**src/rtl/osmrd_pkg.sv**
```systemverilog
// shared types, constants and codes for the option set mixed-radix decoder
// used by every module of the block, no dependencies
package osmrd_pkg;

    localparam int IN_INDEX_W   = 48;
    localparam int COUNT_W      = 49;
    localparam int TOGGLE_REG_W = 16;
    localparam int SELECT_REG_W = 8;
    localparam int SEL_IDX_W    = $clog2(SELECT_REG_W);
    localparam int CHOICE_W     = 4;
    localparam int RADIX_W      = CHOICE_W + 1;
    localparam int SLOT_W       = 4;
    localparam int KIND_W       = 2;
    localparam int CFG_DATA_W   = 32;
    localparam int CFG_INDEX_W  = 3;

    localparam int DEF_MAX_TOGGLES = 16;
    localparam int DEF_MAX_SELECTS = 8;
    localparam int DEF_INDEX_WIDTH = 48;

    localparam logic [KIND_W-1:0] KIND_TOGGLE = 2'd0;
    localparam logic [KIND_W-1:0] KIND_SELECT = 2'd1;
    localparam logic [KIND_W-1:0] KIND_FINAL  = 2'd2;

    localparam logic [CFG_INDEX_W-1:0] CFG_TOGGLE_VERTEX = 3'd0;
    localparam logic [CFG_INDEX_W-1:0] CFG_TOGGLE_PIXEL  = 3'd1;
    localparam logic [CFG_INDEX_W-1:0] CFG_SELECT_VERTEX = 3'd2;
    localparam logic [CFG_INDEX_W-1:0] CFG_SELECT_PIXEL  = 3'd3;
    localparam logic [CFG_INDEX_W-1:0] CFG_CHOICE_COUNTS = 3'd4;
    localparam logic [CFG_INDEX_W-1:0] CFG_OPTIONAL      = 3'd5;

    typedef struct packed {
        logic                  shader_type;
        logic [IN_INDEX_W-1:0] option_index;
    } t_in_item;

    typedef struct packed {
        logic [KIND_W-1:0]   item_kind;
        logic [SLOT_W-1:0]   slot;
        logic [CHOICE_W-1:0] choice;
        logic [COUNT_W-1:0]  set_count;
        logic                last;
    } t_out_item;

    typedef struct packed {
        logic load;
        logic shift;
        logic start;
        logic step;
    } t_div_ctrl;

    typedef struct packed {
        logic init;
        logic dbl;
        logic clear;
        logic start;
        logic step;
    } t_cnt_ctrl;

endpackage

```
**src/rtl/osmrd_divider.sv**
```systemverilog
// bit-serial restoring divider holding the remaining permutation index
// divides by a small radix one quotient bit per cycle while i_ctrl.step is high; uses osmrd_pkg
module osmrd_divider #(
    parameter int INDEX_WIDTH = osmrd_pkg::DEF_INDEX_WIDTH
) (
    input  logic                              i_clk,
    input  osmrd_pkg::t_div_ctrl              i_ctrl,
    input  logic [INDEX_WIDTH-1:0]            i_load_value,
    input  logic [osmrd_pkg::RADIX_W-1:0]     i_radix,
    output logic                              o_idx_lsb,
    output logic [osmrd_pkg::CHOICE_W-1:0]    o_digit
);

    logic [INDEX_WIDTH-1:0]           r_idx;
    logic [osmrd_pkg::CHOICE_W-1:0]   r_rem;
    logic [osmrd_pkg::RADIX_W-1:0]    trial;
    logic [osmrd_pkg::RADIX_W-1:0]    diff;
    logic                             fits;

    always_comb begin
        trial = {r_rem, r_idx[INDEX_WIDTH-1]};
        diff  = trial - i_radix;
        fits  = (trial >= i_radix);
    end

    always_ff @(posedge i_clk) begin
        if (i_ctrl.load) begin
            r_idx <= i_load_value;
        end else if (i_ctrl.shift) begin
            r_idx <= {1'b0, r_idx[INDEX_WIDTH-1:1]};
        end else if (i_ctrl.step) begin
            r_idx <= {r_idx[INDEX_WIDTH-2:0], fits};
        end
        if (i_ctrl.start) begin
            r_rem <= '0;
        end else if (i_ctrl.step) begin
            r_rem <= fits ? diff[osmrd_pkg::CHOICE_W-1:0] : trial[osmrd_pkg::CHOICE_W-1:0];
        end
    end

    assign o_idx_lsb = r_idx[0];
    assign o_digit   = r_rem;

endmodule

```
**src/rtl/osmrd_count.sv**
```systemverilog
// permutation count register with a bit-serial multiply by a small radix
// rotates the count lsb first through a narrow adder; uses osmrd_pkg
module osmrd_count (
    input  logic                              i_clk,
    input  osmrd_pkg::t_cnt_ctrl              i_ctrl,
    input  logic [osmrd_pkg::RADIX_W-1:0]     i_radix,
    output logic [osmrd_pkg::COUNT_W-1:0]     o_count
);

    logic [osmrd_pkg::COUNT_W-1:0]    r_cnt;
    logic [osmrd_pkg::CHOICE_W-1:0]   r_carry;
    logic [osmrd_pkg::RADIX_W-1:0]    sum;

    always_comb begin
        sum = (r_cnt[0] ? i_radix : '0) + {1'b0, r_carry};
    end

    always_ff @(posedge i_clk) begin
        if (i_ctrl.init) begin
            r_cnt <= osmrd_pkg::COUNT_W'(1);
        end else if (i_ctrl.clear) begin
            r_cnt <= '0;
        end else if (i_ctrl.dbl) begin
            r_cnt <= {r_cnt[osmrd_pkg::COUNT_W-2:0], 1'b0};
        end else if (i_ctrl.step) begin
            r_cnt <= {sum[0], r_cnt[osmrd_pkg::COUNT_W-1:1]};
        end
        if (i_ctrl.start) begin
            r_carry <= '0;
        end else if (i_ctrl.step) begin
            r_carry <= sum[osmrd_pkg::RADIX_W-1:1];
        end
    end

    assign o_count = r_cnt;

endmodule

```
**src/rtl/option_set_mixed_radix_decode.sv**
```systemverilog
// top level of the option set mixed-radix decoder: registers, sequencer, output stage
// instantiates osmrd_divider and osmrd_count; uses osmrd_pkg
//
// usage
//   configuration: i_cfg_we writes i_cfg_data into register i_cfg_index; the user writes
//   only while idle, which the block does not enforce; indexes beyond the six registers are ignored
//   input: an item (shader type, permutation index) is taken when i_in_valid is high
//   and o_in_stall is low; o_in_stall stays high until the item's last result is queued
//   output: zero or more toggle items, zero or more select items, then one final item
//   with the permutation count and last set; taken when o_out_valid and !i_out_stall
//   timing: toggle slots are walked in the toggle state and select slots in the scan state;
//   a select slot that applies with a nonzero radix adds a serial pass of divider and
//   count multiplier over the count width and an emit step, and the final item ends the run
//   a stalled receiver holds the output register, and the sequencer waits at the next
//   item to emit; the next input item is taken once the final item is queued
//   reset clears the configuration registers, the sequencer and the output valid
module option_set_mixed_radix_decode #(
    parameter int MAX_TOGGLES = osmrd_pkg::DEF_MAX_TOGGLES,
    parameter int MAX_SELECTS = osmrd_pkg::DEF_MAX_SELECTS,
    parameter int INDEX_WIDTH = osmrd_pkg::DEF_INDEX_WIDTH
) (
    input  logic                                 i_clk,
    input  logic                                 i_rst_n,
    input  logic                                 i_cfg_we,
    input  logic [osmrd_pkg::CFG_INDEX_W-1:0]    i_cfg_index,
    input  logic [osmrd_pkg::CFG_DATA_W-1:0]     i_cfg_data,
    input  logic                                 i_in_valid,
    output logic                                 o_in_stall,
    input  osmrd_pkg::t_in_item                  i_in_item,
    output logic                                 o_out_valid,
    input  logic                                 i_out_stall,
    output osmrd_pkg::t_out_item                 o_out_item
);

    localparam int TL = (MAX_TOGGLES < osmrd_pkg::TOGGLE_REG_W) ? MAX_TOGGLES
                                                                : osmrd_pkg::TOGGLE_REG_W;
    localparam int SL = (MAX_SELECTS < osmrd_pkg::SELECT_REG_W) ? MAX_SELECTS
                                                                : osmrd_pkg::SELECT_REG_W;
    localparam int IW = (INDEX_WIDTH < osmrd_pkg::IN_INDEX_W) ? INDEX_WIDTH
                                                              : osmrd_pkg::IN_INDEX_W;
    localparam int STEP_W = $clog2(osmrd_pkg::COUNT_W);
    localparam logic [osmrd_pkg::SLOT_W-1:0] TL_LAST   = osmrd_pkg::SLOT_W'(TL - 1);
    localparam logic [osmrd_pkg::SLOT_W-1:0] SL_LAST   = osmrd_pkg::SLOT_W'(SL - 1);
    localparam logic [STEP_W-1:0]            STEP_LAST = STEP_W'(osmrd_pkg::COUNT_W - 1);
    localparam logic [STEP_W-1:0]            DIV_STEPS = STEP_W'(IW);

    typedef enum logic [2:0] {
        ST_IDLE,
        ST_TOGGLE,
        ST_SCAN,
        ST_DIV,
        ST_EMIT,
        ST_FINAL
    } t_state;

    t_state                                 r_state;
    logic [osmrd_pkg::TOGGLE_REG_W-1:0]     r_tog_vtx;
    logic [osmrd_pkg::TOGGLE_REG_W-1:0]     r_tog_pix;
    logic [osmrd_pkg::SELECT_REG_W-1:0]     r_sel_vtx;
    logic [osmrd_pkg::SELECT_REG_W-1:0]     r_sel_pix;
    logic [osmrd_pkg::CFG_DATA_W-1:0]       r_sel_counts;
    logic [osmrd_pkg::SELECT_REG_W-1:0]     r_sel_opt;
    logic                                   r_pixel;
    logic [osmrd_pkg::SLOT_W-1:0]           r_slot;
    logic [STEP_W-1:0]                      r_step;
    logic [osmrd_pkg::RADIX_W-1:0]          r_radix;
    logic [osmrd_pkg::CHOICE_W-1:0]         r_choices;
    logic                                   r_opt;
    logic                                   r_out_valid;
    osmrd_pkg::t_out_item                   r_out;

    osmrd_pkg::t_div_ctrl                   div_ctrl;
    osmrd_pkg::t_cnt_ctrl                   cnt_ctrl;
    logic                                   idx_lsb;
    logic [osmrd_pkg::CHOICE_W-1:0]         digit;
    logic [osmrd_pkg::COUNT_W-1:0]          count;
    logic [osmrd_pkg::SEL_IDX_W-1:0]        sel_idx;
    logic [osmrd_pkg::TOGGLE_REG_W-1:0]     tmask;
    logic [osmrd_pkg::SELECT_REG_W-1:0]     smask;
    logic                                   tog_applies;
    logic                                   sel_applies;
    logic [osmrd_pkg::CHOICE_W-1:0]         choices;
    logic                                   opt;
    logic [osmrd_pkg::RADIX_W-1:0]          radix;
    logic                                   out_free;
    logic                                   in_accept;
    logic                                   emit_pair;
    logic                                   out_load;

    // configuration registers
    always_ff @(posedge i_clk) begin
        if (!i_rst_n) begin
            r_tog_vtx    <= '0;
            r_tog_pix    <= '0;
            r_sel_vtx    <= '0;
            r_sel_pix    <= '0;
            r_sel_counts <= '0;
            r_sel_opt    <= '0;
        end else if (i_cfg_we) begin
            unique case (i_cfg_index)
                osmrd_pkg::CFG_TOGGLE_VERTEX: begin
                    r_tog_vtx <= i_cfg_data[osmrd_pkg::TOGGLE_REG_W-1:0];
                end
                osmrd_pkg::CFG_TOGGLE_PIXEL: begin
                    r_tog_pix <= i_cfg_data[osmrd_pkg::TOGGLE_REG_W-1:0];
                end
                osmrd_pkg::CFG_SELECT_VERTEX: begin
                    r_sel_vtx <= i_cfg_data[osmrd_pkg::SELECT_REG_W-1:0];
                end
                osmrd_pkg::CFG_SELECT_PIXEL: begin
                    r_sel_pix <= i_cfg_data[osmrd_pkg::SELECT_REG_W-1:0];
                end
                osmrd_pkg::CFG_CHOICE_COUNTS: begin
                    r_sel_counts <= i_cfg_data;
                end
                osmrd_pkg::CFG_OPTIONAL: begin
                    r_sel_opt <= i_cfg_data[osmrd_pkg::SELECT_REG_W-1:0];
                end
                default: ;
            endcase
        end
    end

    always_comb begin
        sel_idx     = r_slot[osmrd_pkg::SEL_IDX_W-1:0];
        tmask       = r_pixel ? r_tog_pix : r_tog_vtx;
        smask       = r_pixel ? r_sel_pix : r_sel_vtx;
        tog_applies = tmask[r_slot];
        sel_applies = smask[sel_idx];
        choices     = r_sel_counts[{sel_idx, 2'b00} +: osmrd_pkg::CHOICE_W];
        opt         = r_sel_opt[sel_idx];
        radix       = {1'b0, choices} + {{osmrd_pkg::CHOICE_W{1'b0}}, opt};
        out_free    = !r_out_valid || !i_out_stall;
        in_accept   = i_in_valid && (r_state == ST_IDLE);
        emit_pair   = !r_opt || (digit != r_choices);
        out_load    = ((r_state == ST_TOGGLE) && tog_applies && idx_lsb && out_free)
                   || ((r_state == ST_EMIT) && emit_pair && out_free)
                   || ((r_state == ST_FINAL) && out_free);

        div_ctrl       = '0;
        cnt_ctrl       = '0;
        div_ctrl.load  = in_accept;
        cnt_ctrl.init  = in_accept;
        unique case (r_state)
            ST_TOGGLE: begin
                if (tog_applies && (!idx_lsb || out_free)) begin
                    div_ctrl.shift = 1'b1;
                    cnt_ctrl.dbl   = 1'b1;
                end
            end
            ST_SCAN: begin
                if (sel_applies) begin
                    if (radix == '0) begin
                        cnt_ctrl.clear = 1'b1;
                    end else begin
                        div_ctrl.start = 1'b1;
                        cnt_ctrl.start = 1'b1;
                    end
                end
            end
            ST_DIV: begin
                cnt_ctrl.step = 1'b1;
                div_ctrl.step = (r_step < DIV_STEPS);
            end
            default: ;
        endcase
    end

    osmrd_divider #(
        .INDEX_WIDTH (IW)
    ) u_divider (
        .i_clk        (i_clk),
        .i_ctrl       (div_ctrl),
        .i_load_value (i_in_item.option_index[IW-1:0]),
        .i_radix      (r_radix),
        .o_idx_lsb    (idx_lsb),
        .o_digit      (digit)
    );

    osmrd_count u_count (
        .i_clk   (i_clk),
        .i_ctrl  (cnt_ctrl),
        .i_radix (r_radix),
        .o_count (count)
    );

    // sequencer and output register
    always_ff @(posedge i_clk) begin
        if (!i_rst_n) begin
            r_state     <= ST_IDLE;
            r_slot      <= '0;
            r_step      <= '0;
            r_out_valid <= 1'b0;
        end else begin
            if (r_out_valid && !i_out_stall && !out_load) begin
                r_out_valid <= 1'b0;
            end
            unique case (r_state)
                ST_IDLE: begin
                    if (i_in_valid) begin
                        r_pixel <= i_in_item.shader_type;
                        r_slot  <= '0;
                        r_state <= ST_TOGGLE;
                    end
                end
                ST_TOGGLE: begin
                    if (!tog_applies || !idx_lsb || out_free) begin
                        if (tog_applies && idx_lsb) begin
                            r_out_valid         <= 1'b1;
                            r_out.item_kind     <= osmrd_pkg::KIND_TOGGLE;
                            r_out.slot          <= r_slot;
                            r_out.choice        <= '0;
                            r_out.set_count     <= '0;
                            r_out.last          <= 1'b0;
                        end
                        if (r_slot == TL_LAST) begin
                            r_slot  <= '0;
                            r_state <= ST_SCAN;
                        end else begin
                            r_slot <= r_slot + 1'b1;
                        end
                    end
                end
                ST_SCAN: begin
                    if (sel_applies && (radix != '0)) begin
                        r_radix   <= radix;
                        r_choices <= choices;
                        r_opt     <= opt;
                        r_step    <= '0;
                        r_state   <= ST_DIV;
                    end else if (r_slot == SL_LAST) begin
                        r_state <= ST_FINAL;
                    end else begin
                        r_slot <= r_slot + 1'b1;
                    end
                end
                ST_DIV: begin
                    r_step <= r_step + 1'b1;
                    if (r_step == STEP_LAST) begin
                        r_state <= ST_EMIT;
                    end
                end
                ST_EMIT: begin
                    if (!emit_pair || out_free) begin
                        if (emit_pair) begin
                            r_out_valid     <= 1'b1;
                            r_out.item_kind <= osmrd_pkg::KIND_SELECT;
                            r_out.slot      <= r_slot;
                            r_out.choice    <= digit;
                            r_out.set_count <= '0;
                            r_out.last      <= 1'b0;
                        end
                        if (r_slot == SL_LAST) begin
                            r_state <= ST_FINAL;
                        end else begin
                            r_slot  <= r_slot + 1'b1;
                            r_state <= ST_SCAN;
                        end
                    end
                end
                ST_FINAL: begin
                    if (out_free) begin
                        r_out_valid     <= 1'b1;
                        r_out.item_kind <= osmrd_pkg::KIND_FINAL;
                        r_out.slot      <= '0;
                        r_out.choice    <= '0;
                        r_out.set_count <= count;
                        r_out.last      <= 1'b1;
                        r_state         <= ST_IDLE;
                    end
                end
                default: begin
                    r_state <= ST_IDLE;
                end
            endcase
        end
    end

    assign o_in_stall  = (r_state != ST_IDLE);
    assign o_out_valid = r_out_valid;
    assign o_out_item  = r_out;

    a_last_is_final: assert property (@(posedge i_clk) disable iff (!i_rst_n)
        (o_out_valid && o_out_item.last) |-> (o_out_item.item_kind == osmrd_pkg::KIND_FINAL))
        else $error("last flag on an item that is not the final count");

    a_count_only_final: assert property (@(posedge i_clk) disable iff (!i_rst_n)
        (o_out_valid && (o_out_item.item_kind != osmrd_pkg::KIND_FINAL))
            |-> ((o_out_item.set_count == '0) && !o_out_item.last))
        else $error("count or last set on a toggle or select item");

    a_accept_starts_run: assert property (@(posedge i_clk) disable iff (!i_rst_n)
        (i_in_valid && !o_in_stall) |=> (r_state == ST_TOGGLE))
        else $error("accepted item did not start the toggle scan");

    a_div_ends_in_emit: assert property (@(posedge i_clk) disable iff (!i_rst_n)
        ((r_state == ST_DIV) && (r_step == STEP_LAST)) |=> (r_state == ST_EMIT))
        else $error("serial pass did not end in the emit step");

endmodule

```
**config.mk**
```make
export PLATFORM = sky130hd
export DESIGN_NAME = option_set_mixed_radix_decode
export DESIGN_NICKNAME = d
export VERILOG_FILES = /design/src/rtl/osmrd_pkg.sv /design/src/rtl/osmrd_divider.sv /design/src/rtl/osmrd_count.sv /design/src/rtl/option_set_mixed_radix_decode.sv
export SDC_FILE = /design/constraint.sdc
export NUM_CORES = 1
export LEC_CHECK = 0
export ABC_AREA = 1
export BUFFER_PORTS_ARGS = -buffer_cell sky130_fd_sc_hd__buf_2
export CAP_MARGIN = 20
export CORE_MARGIN = 2
export CORE_UTILIZATION = 56
export DETAILED_ROUTE_END_ITERATION = 10
export PLACE_DENSITY = 0.77
export RECOVER_POWER = 100
export REMOVE_ABC_BUFFERS = 1
export SLEW_MARGIN = 20
export SYNTH_ARGS = -nofsm -noshare
export SYNTH_HDL_FRONTEND = slang
export SYNTH_HIERARCHICAL = 1
export SYNTH_SLANG_ARGS = --single-unit
```
**constraint.sdc**
```tcl
create_clock -name i_clk -period 16.2 [get_ports i_clk]
set_clock_uncertainty 0.2 [all_clocks]
set_input_delay 2.43 -clock i_clk [delete_from_list [all_inputs] [get_ports i_clk]]
set_output_delay 2.43 -clock i_clk [all_outputs]
set_load 0.02 [all_outputs]
```
==> results.sh <==
export IMPL_status="complete, but fails checks"
export IMPL_violations="max-capacitance violations, max-slew violations"
export IMPL_fin_ws_ns=8.025
export IMPL_total_power_mw=2.640
export IMPL_gp_congestion=0.8517
export IMPL_drv_cap=7
export IMPL_max_freq_ghz=0.1223
export IMPL_critPathBufInv=3
export IMPL_crit_path_frequent_cell="nand2_1"
export IMPL_clock_tree_root_cell="clkbuf_16"
export IMPL_ctsLongestPathBuffers=3
export IMPL_multi_input_area_um2=5154
export IMPL_rsz0062_at_grt="no"
export IMPL_overflow=0
export IMPL_path_clk_slew_ns=0.06
export IMPL_holdPathEnd="r_sel_pix[4]$_SDFFE_PN0P_"
export IMPL_synth_cells=1649
export IMPL_synth_edf_count=118
export IMPL_p_leak_nw=6.175
export IMPL_synthArstFlopShare_pct=0
export IMPL_holdBufCountCts=0
export IMPL_antenna_left=0
export IMPL_synth_area_leader_cell="edfxtp_1"
export IMPL_dieHeight_um=156.5
export IMPL_rrSetupSlack_ns=8.03
export IMPL_clock_sinks=277
export IMPL_synth_area_top_cells="edfxtp_1 27%, dfxtp_1 24%, nor2_1 10%, o21ai_0 6.2%, nand2_1 6.1%"
export IMPL_post_route_period_util_pct=50.46
export IMPL_worst_hold_slack_ns=0.2490
export IMPL_antenna_found_initial=1
export IMPL_netlist_area_um2=13010
export IMPL_htreeDepth=1
export IMPL_min_from="r_sel_pix[4]$_SDFFE_PN0P_"
export IMPL_numCtsBuffers=29
export IMPL_criticalPathCategory="flip-flop to flip-flop"
export IMPL_synth_seq_cells=277
export IMPL_place_port_buffers=150
export IMPL_r2r_start="r_slot[0]$_SDFFE_PN0P_"
export IMPL_fin_tns_setup_ns=0
export IMPL_end_kind="flip-flop"
export IMPL_core_area_um2=22710
export IMPL_min_period_ns=8.175
export IMPL_via_count=11150
export IMPL_drt_first_pass_iters=5
export IMPL_tightest_slew_ns=4.248
export IMPL_switchingPower_uw=957.1
export IMPL_slowest_delay_ns=3.00
export IMPL_hold_violations=0
export IMPL_dpl_instance_area_um2=13770
export IMPL_post_drt_wl_per_cell_um=14.37
export IMPL_worstRegToRegCells=14
export IMPL_floorplan_rows=55
export IMPL_grt_pass1_vias=9934
export IMPL_fin_area_um2=14650
export IMPL_setup_violations=0
export IMPL_maxSlewViolCount=446
export IMPL_dpl_hpwl_um=18220
export IMPL_hp_class="flip-flop to flip-flop"
export IMPL_crit_chain="clkbuf_1 > inv_1 > nand3_1 > nand3_1 > nand2_1 > nand2_1 > nand2_1 > nand2_1 > nand2_1 > nand2_1 > a21oi_1 > clkbuf_1 > a21oi_1 > a21oi_1"
export IMPL_yosysUniqueCellTypes=36
export IMPL_critPathTopFamily="buffers and inverters"
export IMPL_avgViaCountPerCell=5.421
export IMPL_required_ns=16.39
export IMPL_maxSlewHeadroom_pct=-183.2
export IMPL_pin_count=151
export IMPL_fin_util_pct=64.50
export IMPL_yosysTopAreaCellShare_pct=27.23
export IMPL_pre_cts_slack_ns=11.26
export IMPL_fillers=1926
export IMPL_power_density_nw_per_um2=180.2
export IMPL_drt_iter0_markers=863
export IMPL_totalWireLength_um=29550
export IMPL_arrival_ns=8.36
export IMPL_area_growth_pct=12.55
export IMPL_crit_fanout=96
export IMPL_seq_area_frac_synth_pct=51.68
export IMPL_whs_path_depth=2
export IMPL_floorplan_die_area_um2=24480
export IMPL_fin_nets=1854
export IMPL_synth_area_per_cell_um2=7.893
export IMPL_drive_gt1_share_pct=9.712
export IMPL_clk_latency_ns=0.54
export IMPL_p_int_mw=1.682
export IMPL_cts_tree="built"
export IMPL_grt_first_pass_wirelength_um=48080
export IMPL_grt_start_max_net_pins=100
export IMPL_crit_cells=14
export IMPL_postCtsSetupBuffers=0
export IMPL_drc_errors=0
export IMPL_post_cts_resized=0
export IMPL_reg2reg_to="u_divider/r_idx[46]$_DFFE_PP_"
export IMPL_cp_start_kind="flip-flop"
export IMPL_switching_share_pct=36.26
export IMPL_regArea_um2=6726
export IMPL_placed_cells=2003
export IMPL_stdcell_count=2057
export IMPL_cpMaxStageDelayCell="clkbuf_1"
export IMPL_gr_usage_all_layers_pct=23.69
export IMPL_seqPwrFrac_pct=41.4
export IMPL_yosys_most_used_dff="dfxtp_1"
export IMPL_yosysWarnings=6
export IMPL_combPwrFrac_pct=31.6
export IMPL_peakVddDrop_mv=0.1109
export IMPL_initial_core_util_pct=57.31
export IMPL_die_w_um=156.5
export IMPL_power_frac_clock_pct=27.0
export IMPL_crit_start="r_slot[0]$_SDFFE_PN0P_"
## synth_stat cells (2+ instances only)
master    instances
xor2_1            2
a211oi_1          2
o21ai_0         162
inv_4             2
nor3_1           85
dfxtp_1         159
nand2_4           3
inv_1           157
nor2_2            4
buf_6             6
nand2_2           5
xnor2_1           3
nand3_1          78
a21oi_1         139
edfxtp_1        118
ha_1             14
nand3_2           3
buf_4            14
or2_2             2
o21ai_1           5
o211ai_1          5
nand2_1         210
nor2_1          358
nand4_1           4
nor3_2           14
o21a_1            2
clkbuf_1         42
inv_2             9
o22ai_1           3
buf_2            30
a31oi_1           3
fa_1              2
## per-layer routing
layer	global-route usage (%)	share of wire, %
met1	33.42	45
met3	2.935	6.1
met5	0	0
met2	38.72	46
met4	6.466	2.2
## logic make-up after synthesis
group | after synthesis | synth area share [%]
fa+ha+maj | 16 | 1.654
flops | 277 | 51.68
compound gates | 323 | 12.70
buf+inv | 261 | 8.604
xor+xnor | 5 | 0.3365
simple gates | 767 | 25.02
## layout make-up
cell class | instances | share of cell area, %
antenna | 1 | 0.01708
clock buffer | 36 | 5.783
clock inverter | 17 | 1.341
inverter | 168 | 4.339
multi-input combinational | 1111 | 35.18
sequential | 277 | 45.92
tap | 285 | 2.434
timing repair buffer | 162 | 4.980
## placed cells by master, fill, tap and decap left out, types with 80 or more instances in the layout
cell type and count:
a21oi_1 139, buf_2 85, dfxtp_1 159, edfxtp_1 118, inv_1 162, nand2_1 213
nand3_1 80, nor2_1 359, nor3_1 84, o21ai_0 163
## tightest hold or removal path: cells and delay by family, from the launching register on
kind | cells | cell delay (ns)
AOI/OAI and AO/OA | 1 | 0.05
buffers and inverters | 1 | 0.05
DFF | 1 | 0.30
## state kept, by name, indices dropped and copies added (netlist names), 3 cells and up
register / cells
r_step: 6
r_sel_opt: 8
r_choices: 4
r_sel_pix: 8
u_divider/r_idx: 48
r_tog_vtx: 16
r_sel_vtx: 8
u_count/r_carry: 4
r_sel_counts: 32
r_tog_pix: 16
u_count/o_count: 49
o_out_item: 59
r_slot: 4
u_divider/o_digit: 4
r_radix: 5
r_state: 3
## how the worst max path moves through the flow
stage                               endpoint  slack [ns]
2_1_floorplan   u_divider/r_idx[0]$_DFFE_PP_        6.26
3_3_place_gp   u_divider/r_idx[31]$_DFFE_PP_       11.28
3_5_place_dp   u_divider/r_idx[31]$_DFFE_PP_       11.26
4_1_cts        u_divider/r_idx[31]$_DFFE_PP_       11.82
5_1_grt         u_divider/r_idx[5]$_DFFE_PP_        7.32
6_report       u_divider/r_idx[46]$_DFFE_PP_        8.03
## power groups by stage
stage / sequential [mW] / combinational (mW) / clock [mW]
after floorplan: 1.10 / 0.611 / 0
final: 1.09 / 0.834 / 0.713
after global placement: 1.09 / 0.815 / 0
after CTS: 1.08 / 0.847 / 0.722
after global routing: 1.12 / 0.950 / 0.748
after detailed placement: 1.10 / 0.840 / 0
No activity file was read; power rests on OpenSTA's default activity.
